--- src/rtl/core/text_console_char_writer_defines.svh ---
// ----------------------------------------------------------------
// Text console writer assertion macros
// Shared concurrent assertion forms for the console writer.
// ----------------------------------------------------------------
`ifndef TEXT_CONSOLE_CHAR_WRITER_DEFINES_SVH
`define TEXT_CONSOLE_CHAR_WRITER_DEFINES_SVH

// Antecedent implies consequent in the same cycle.
`define TCW_ASSERT_NOW(lbl, clk, rst, ante, cons) \
   lbl: assert property (@(posedge clk) disable iff (rst) (ante) |-> (cons)) \
      else $error("tcw: same-cycle check failed");

// Antecedent implies consequent in the next cycle.
`define TCW_ASSERT_NEXT(lbl, clk, rst, ante, cons) \
   lbl: assert property (@(posedge clk) disable iff (rst) (ante) |=> (cons)) \
      else $error("tcw: next-cycle check failed");

`endif

--- src/rtl/core/tcw_pkg.sv ---
// ----------------------------------------------------------------
// Text console writer package
// Geometry, field widths, character codes and control structs.
// ----------------------------------------------------------------
package tcw_pkg;

   // screen geometry
   localparam int COLUMNS    = 80;
   localparam int ROWS       = 25;
   localparam int CELL_COUNT = COLUMNS * ROWS;

   // item field widths
   localparam int CMD_W     = 2;
   localparam int CHAR_W    = 8;
   localparam int INDEX_W   = 11;
   localparam int WORD_W    = 16;
   localparam int OUT_COL_W = 7;
   localparam int OUT_ROW_W = 5;

   // derived widths
   localparam int ADDR_W = $clog2(CELL_COUNT);
   localparam int CNT_W  = $clog2(CELL_COUNT + 1);
   localparam int COL_W  = $clog2(COLUMNS);
   localparam int ROW_W  = $clog2(ROWS);
   localparam int CMP_W  = (INDEX_W > CNT_W) ? INDEX_W : CNT_W;

   // command codes
   localparam logic [CMD_W-1:0] CMD_PUT   = 2'd0;
   localparam logic [CMD_W-1:0] CMD_READ  = 2'd1;
   localparam logic [CMD_W-1:0] CMD_WRITE = 2'd2;

   // cell and character constants
   localparam logic [WORD_W-1:0] BLANK_CELL   = 16'h0720;
   localparam logic [WORD_W-1:0] ATTR_MASK    = 16'hFF00;
   localparam logic [CHAR_W-1:0] CH_NULL      = 8'd0;
   localparam logic [CHAR_W-1:0] CH_BACKSPACE = 8'd8;
   localparam logic [CHAR_W-1:0] CH_NEWLINE   = 8'd10;
   localparam logic [CHAR_W-1:0] CH_SPACE     = 8'd32;

   // controller to datapath
   typedef struct packed {
      logic accept;       // latch item, issue cell read
      logic exec;         // apply item to cursor and screen
      logic clear_sweep;  // blank characters, keep attributes
      logic init_sweep;   // fill screen with blank cells
      logic load_rsp;     // load result register
   } tcw_cmd_type;

   // datapath to controller
   typedef struct packed {
      logic wrap_clear;   // put ran past the last row
      logic sweep_done;   // sweep counter reached the end
   } tcw_status_type;

endpackage

--- src/rtl/core/tcw_ctrl.sv ---
// ----------------------------------------------------------------
// Text console writer controller
// Sequences init fill, item execution, screen clear and result.
// ----------------------------------------------------------------
module tcw_ctrl (
   input  logic                    clock,
   input  logic                    reset,
   input  logic                    req_valid,
   output logic                    req_ready,
   output logic                    rsp_valid,
   input  logic                    rsp_ready,
   input  tcw_pkg::tcw_status_type status,
   output tcw_pkg::tcw_cmd_type    cmd
);

   typedef enum logic [4:0] {
      ST_INIT  = 5'b00001,
      ST_IDLE  = 5'b00010,
      ST_EXEC  = 5'b00100,
      ST_CLEAR = 5'b01000,
      ST_RESP  = 5'b10000
   } tcw_state_type;

   tcw_state_type state_ff, state_in;
   logic          rsp_valid_ff, rsp_valid_in;
   logic          slot_free;

   assign slot_free = !rsp_valid_ff || rsp_ready;

   always_comb begin
      state_in  = state_ff;
      cmd       = '0;
      req_ready = 1'b0;
      unique case (state_ff)
         ST_INIT: begin
            cmd.init_sweep = 1'b1;
            if (status.sweep_done) begin
               state_in = ST_IDLE;
            end
         end
         ST_IDLE: begin
            req_ready = 1'b1;
            if (req_valid) begin
               cmd.accept = 1'b1;
               state_in   = ST_EXEC;
            end
         end
         ST_EXEC: begin
            cmd.exec = 1'b1;
            if (status.wrap_clear) begin
               state_in = ST_CLEAR;
            end else if (slot_free) begin
               cmd.load_rsp = 1'b1;
               state_in     = ST_IDLE;
            end else begin
               state_in = ST_RESP;
            end
         end
         ST_CLEAR: begin
            cmd.clear_sweep = 1'b1;
            if (status.sweep_done) begin
               state_in = ST_RESP;
            end
         end
         ST_RESP: begin
            if (slot_free) begin
               cmd.load_rsp = 1'b1;
               state_in     = ST_IDLE;
            end
         end
         default: begin
            state_in = ST_INIT;
         end
      endcase
   end

   always_comb begin
      rsp_valid_in = rsp_valid_ff;
      if (cmd.load_rsp) begin
         rsp_valid_in = 1'b1;
      end else if (rsp_ready) begin
         rsp_valid_in = 1'b0;
      end
   end

   always_ff @(posedge clock) begin
      if (reset) begin
         state_ff     <= ST_INIT;
         rsp_valid_ff <= 1'b0;
      end else begin
         state_ff     <= state_in;
         rsp_valid_ff <= rsp_valid_in;
      end
   end

   assign rsp_valid = rsp_valid_ff;

endmodule

--- config.mk ---
export PLATFORM = sky130hd
export DESIGN_NAME = tcw_ctrl
export DESIGN_NICKNAME = d
export VERILOG_FILES = /design/src/rtl/core/text_console_char_writer_defines.svh /design/src/rtl/core/tcw_pkg.sv /design/src/rtl/core/tcw_ctrl.sv
export SDC_FILE = /design/constraint.sdc
export NUM_CORES = 1
export LEC_CHECK = 0
export BUFFER_PORTS_ARGS = -buffer_cell sky130_fd_sc_hd__buf_4
export CORE_AREA = 2 2 39 41
export DETAILED_ROUTE_END_ITERATION = 10
export DIE_AREA = 0 0 41 43
export GPL_ROUTABILITY_DRIVEN = 0
export GPL_TIMING_DRIVEN = 0
export SLEW_MARGIN = 20
export SYNTH_ARGS = -nofsm -noshare
export SYNTH_HDL_FRONTEND = slang
export SYNTH_SLANG_ARGS = --single-unit
--- constraint.sdc ---
create_clock -name clock -period 1.5 [get_ports clock]
set_input_delay 0.075 -clock clock [delete_from_list [all_inputs] [get_ports clock]]
set_output_delay 0.075 -clock clock [all_outputs]
set_load 0.03 [all_outputs]
==> results.json, run 1 <==
{
  "status": "finished with violations",
  "violations": "setup timing",
  "cellPowerDensity_nw_per_um2": 695,
  "hold_viol": 0,
  "fp.dieW_um": 41,
  "synth_warnings": 0,
  "start_util_pct": 29.5,
  "internal_power_uw": 353,
  "num_rows": 14,
  "synthTopCellsByArea": "dfxtp_1 29%, nor4b_1 6.4%, nor3_1 3.7%",
  "synth.most_common_cell": "dfxtp_1",
  "crit_slowest_cell": "or4b_4",
  "regToRegSetupSlack_ns": -0.24,
  "grt_max_degree": 11,
  "rsz0062_at_grt": "true",
  "tightest_slew_ns": 0.306,
  "power.switching_uw": 163,
  "totalPowerFinal_uw": 516,
  "vias_per_cell": 5.12,
  "drive_gt1_share_pct": 65.8,
  "holdCritPathClass": "input port to flip-flop",
  "drc": 0,
  "power_frac_seq_pct": 35.8,
  "slowest_delay_ns": 0.52,
  "p_leak_nw": 0.329,
  "cts_tree": "done",
  "grt_pass1_wl_mm": 1.91,
  "dieHeight_um": 43,
  "areaGrowthSynthToFinish_pct": 81.9,
  "antenna_found_initial": 0,
  "wl_per_cell_um": 14.7,
  "syn_nets": 55,
  "htree_levels": 1,
  "yosys.area.top_type": "dfxtp_1",
  "grt_use_met1_pct": 21.0,
  "setup_violations": 6,
  "stdcell_area_um2": 742,
  "synth-xor-area-share_pct": 4.29,
  "synth_cell_types": 32,
  "grtUsageTotal_pct": 16.2,
  "p_sw_share_pct": 31.5,
  "drtAntennaViolNets": 0,
  "synth-edff-count": 0,
  "synthArstFlopShare_pct": 0,
  "use_met3_pct": 3.14,
  "synth_cells": 49,
  "period_minus_slack_ns": 1.74,
  "crit_fanout": 3,
  "synth_area_per_cell_um2": 8.32,
  "fillers": 129,
  "ir_drop_v": 0.000384,
  "cts-buffers-inserted": 3,
  "ys_top_cells_by_count": "6 x dfxtp_1, 4 x nor2_1",
  "crit_arrival_ns": 1.86,
  "synth_top_family_by_area": "simple AND/OR/NAND/NOR gates",
  "grt_pass1_vias": 458,
  "yosysSeqAreaShare_pct": 29.4,
  "io_pins": 13,
  "synth_area_um2": 408,
  "crit_path_end_kind": "flip-flop",
  "crit_path_start_kind": "flip-flop",
  "hpwl_um": 726,
  "period_share_pct": 116,
  "wl_mm": 1.36,
  "ys_ff_latch": 6,
  "synthMuxAreaShare_pct": 0,
  "drtPass1Iterations": 4,
  "final_core_util_pct": 53.6,
  "yosys.area_share.adder_pct": 0,
  "clk_path_buf_depth": 2,
  "synth_top_area_share_pct": 29.4,
  "final_nets": 83,
  "combPwrFrac_pct": 31.1,
  "num_antenna_cells": 0,
  "use_met2_pct": 24.4,
  "clock-sinks": 6,
  "path_class": "flip-flop to flip-flop",
  "drtIter0Drc": 12,
  "gr-max-usage-layer": "met2",
  "clkPwrFrac_pct": 33.1,
  "synthSimpleGateAreaFrac_pct": 39.3,
  "maxSlewViolCount": 0,
  "path_cells": "or4b_4 > buf_6 > or3_4 > and3_4 > o41a_4",
  "dpl_cell_area_um2": 546,
  "clk_latency_ns": 0.26,
  "path_clk_slew_ns": 0.06,
  "postCtsHoldBufs": 0,
  "fin_skew_ns": 0.0155,
  "via_count": 471,
  "dieArea_um2": 1760,
  "fin_ws_ns": -0.243,
  "critPathRequiredTime_ns": 1.62,
  "synth_compound_area_share_pct": 20.2,
  "relSlewSlack_pct": 79.5,
  "synthFlopType": "dfxtp_1",
  "drv_cap": 0,
  "port_buffers": 12,
  "overflow": 0,
  "fmax_mhz": 574,
  "cts-root-buf": "clkbuf_4",
  "core_area_um2": 1380
}
## cell families (layout without fill, tap and decap cells)
logic type / Yosys count / in the layout
AO/OA/AOI/OAI: 11 / 11
buffers and inverters: 6 / 33
flip-flops: 6 / 6
AND/OR/NAND/NOR: 24 / 24
XOR/XNOR: 2 / 2
## timing repair
action | CTS | global route
gates cloned | 0 | 0
pin swaps | 4 | 6
setup endpoints to repair | 8 | 9
resized for setup | 10 | 12
endpoints found under the hold margin | 0 | 0
setup buffers | 9 | 4
## cell usage in the layout, fill, tap and decap left out, drive strengths merged, types with 2 or more instances in the layout
master / n
buf: 26
o211ai: 2
clkbuf: 4
inv: 3
nor4b: 3
nor3: 3
nor2: 4
o21ai: 3
dfxtp: 6
or2: 3
## worst max-delay path, delay by kind of cell (launching register included)
family / cells / cell delay, ns
AO/OA/AOI/OAI: 1 / 0.10
buffers and inverters: 1 / 0.13
flip-flops: 1 / 0.34
AND/OR/NAND/NOR: 3 / 1.06
## power by group through the flow
stage / combinational [mW] / clock, mW / sequential, mW
floorplan: 0.0791 / 0 / 0.175
global placement: 0.116 / 0 / 0.177
detailed placement: 0.116 / 0 / 0.178
CTS: 0.119 / 0.171 / 0.182
global route: 0.169 / 0.189 / 0.185
finish: 0.160 / 0.171 / 0.185
## flip-flops by register name, indices dropped and copies added (netlist names)
register   cells
rsp_valid      1
state_ff       5
## through the flow
stage / instances / setup slack, ns / TNS [ns] / hold WS, ns
after global placement: 77 / -0.258 / -0.637 / 0.299
after CTS: 88 / -0.229 / -0.877 / 0.0279
after floorplan: 49 / -0.0901 / -0.106 / 0.144
after global routing: 92 / -0.266 / -1.32 / 0.0159
final: 92 / -0.243 / -1.09 / 0.0161
after detailed placement: 77 / -0.205 / -0.555 / 0.295
## final timing paths
kind          startpoint           to  depth (start not counted)
max          state_ff[2]  state_ff[1]                          5
min            status[0]  state_ff[0]                          2
max reg2reg  state_ff[2]  state_ff[1]                          5
min reg2reg    rsp_valid    rsp_valid                          2
## routing by layer
| metal | up-vias | routed length, um |
|---|---|---|
| met2 | 11 | 740 |
| met4 | 0 | 12 |
| li1 | 236 | - |
| met3 | 2 | 51 |
| met1 | 222 | 550 |
| met5 | - | 0 |
## cell type report
class	instances	area (um2)	area share, %
multi-input cells	37	337	45.4
repair buffers	25	210	28.3
flip-flops and latches	6	133	17.9
clock buffers	4	26.3	3.54
well taps	16	20.0	2.70
inverters	3	11.3	1.52
plain buffers	1	5.00	0.675
No activity file was read; power rests on OpenSTA's default activity.
==> inputs of run 2 (changes only) <==
--- a/config.mk
+++ b/config.mk
@@ -15,3 +15,4 @@
 export SYNTH_ARGS = -nofsm -noshare
 export SYNTH_HDL_FRONTEND = slang
 export SYNTH_SLANG_ARGS = --single-unit
+export TNS_END_PERCENT = 30
==> results.json, run 2 (synthesis results as in run 1) <==
{
  "status": "finished with violations",
  "violations": "setup timing",
  "cts_tree": "done",
  "drtIter0Drc": 5,
  "drtPass1Iterations": 4,
  "pre_cts_slack_ns": -0.272,
  "crit_start": "state_ff[2]",
  "whs_path_depth": 2,
  "crit_fanout": 3,
  "num_antenna_cells": 0,
  "rsz0062_at_grt": "true",
  "final_nets": 74,
  "clk_path_buf_depth": 2,
  "maxSlewViolCount": 0,
  "dieHeight_um": 43,
  "hold_viol": 0,
  "r2r_start": "state_ff[2]",
  "worstReg2RegEnd": "state_ff[1]",
  "dp_cells": 77,
  "postCtsHoldBufs": 0,
  "cellPowerDensity_nw_per_um2": 712,
  "fin_ws_ns": -0.242,
  "regToRegSetupSlack_ns": -0.24,
  "most-common-layout-cells": "12 x buf_4, 4 x nor2_1, 4 x buf_6",
  "path_clk_slew_ns": 0.04,
  "dieArea_um2": 1760,
  "largest_reg_flops": 5,
  "slowest_delay_ns": 0.53,
  "crit_path_end_kind": "flip-flop",
  "grt_pass1_vias": 416,
  "p_leak_nw": 0.278,
  "grt_pass1_wl_mm": 1.80,
  "io_pins": 13,
  "min_to": "state_ff[0]",
  "drive_gt1_share_pct": 54.5,
  "crit_slowest_cell": "or4b_4",
  "ir_drop_v": 0.000416,
  "fin_cells": 82,
  "period_minus_slack_ns": 1.74,
  "areaGrowthSynthToFinish_pct": 57.4,
  "fp.dieW_um": 41,
  "hpwl_um": 774,
  "grt_max_degree": 11,
  "relSlewSlack_pct": 80.5,
  "wl_per_cell_um": 12.6,
  "drv_cap": 0,
  "overflow": 0,
  "holdCritPathClass": "input port to flip-flop",
  "grtUsageTotal_pct": 15.1,
  "num_rows": 14,
  "fin_skew_ns": 0.00182,
  "clk_latency_ns": 0.25,
  "crit_path_start_kind": "flip-flop",
  "reg2reg_depth": 5,
  "core_area_um2": 1380,
  "htree_levels": 1,
  "drc": 0,
  "setup_tns_ns": -1.03,
  "cts-root-buf": "clkbuf_4",
  "path_cells": "or4b_4 > buf_6 > or3_4 > and3_4 > o41a_2",
  "antenna_found_initial": 0,
  "critPathRequiredTime_ns": 1.62,
  "start_util_pct": 29.5,
  "wl_mm": 1.03,
  "setup_violations": 6,
  "port_buffers": 12,
  "clock-sinks": 6,
  "crit_arrival_ns": 1.87,
  "via_count": 423,
  "fmax_mhz": 574,
  "drtAntennaViolNets": 0,
  "tightest_slew_ns": 0.291,
  "regMostFlops": "state_ff",
  "final_common_cell": "buf_4",
  "period_share_pct": 116,
  "min-delay-start": "status[0]",
  "fin_hold_ws_ns": 0.0384,
  "final_core_util_pct": 46.4,
  "vias_per_cell": 5.16,
  "path_class": "flip-flop to flip-flop",
  "cts-buffers-inserted": 3
}
==> run 2: area by class of cell <==
class	count	area [um2]
fillers	137	742
clock buffers	3	22.5
well taps	16	20.0
plain buffers	1	5.00
multi-input cells	37	315
inverters	3	11.3
repair buffers	16	135
flip-flops and latches	6	133
==> run 2: per-layer routing <==
layer | GRT usage, % | part of all wire, % | vias up
met4 | 6.00 | 1.5 | 0
met3 | 4.71 | 3.7 | 2
met2 | 22.8 | 50 | 10
li1 | - | - | 218
met1 | 19.0 | 44 | 193
met5 | 0 | 0 | -
==> run 2: per-stage QoR <==
step	area [um2]	total power [mW]
2_1_floorplan	432	0.255
3_3_place_gp	542	0.293
3_5_place_dp	542	0.294
4_1_cts	601	0.452
5_1_grt	642	0.495
6_report	642	0.457
==> run 2: worst max-delay path, delay by kind of cell, from the launching register on <==
kind	cells	cell delay [ns]
AOI/OAI and AO/OA	1	0.10
buffers and inverters	1	0.14
DFF	1	0.34
and+or+nand+nor	3	1.04
==> run 2: how the worst max path moves through the flow <==
stage	slack [ns]	end
finish	-0.24	state_ff[1]
global route	-0.29	state_ff[1]
CTS	-0.25	cmd[0]
detailed placement	-0.27	cmd[0]
global placement	-0.26	cmd[0]
floorplan	-0.09	state_ff[1]
==> run 2: where the power goes <==
part	leakage, nW	internal [mW]	switching (mW)	total (mW)
Sequential	0.0508	0.167	0.0192	0.186
Clock	0.0138	0.0904	0.0578	0.148
Combinational	0.213	0.0630	0.0601	0.123
==> run 2: timing repair <==
action / in CTS / in global routing
buffers inserted: 3 / 1
resized for setup: 9 / 7
pin swaps: 5 / 3
setup endpoints to repair: 9 / 8
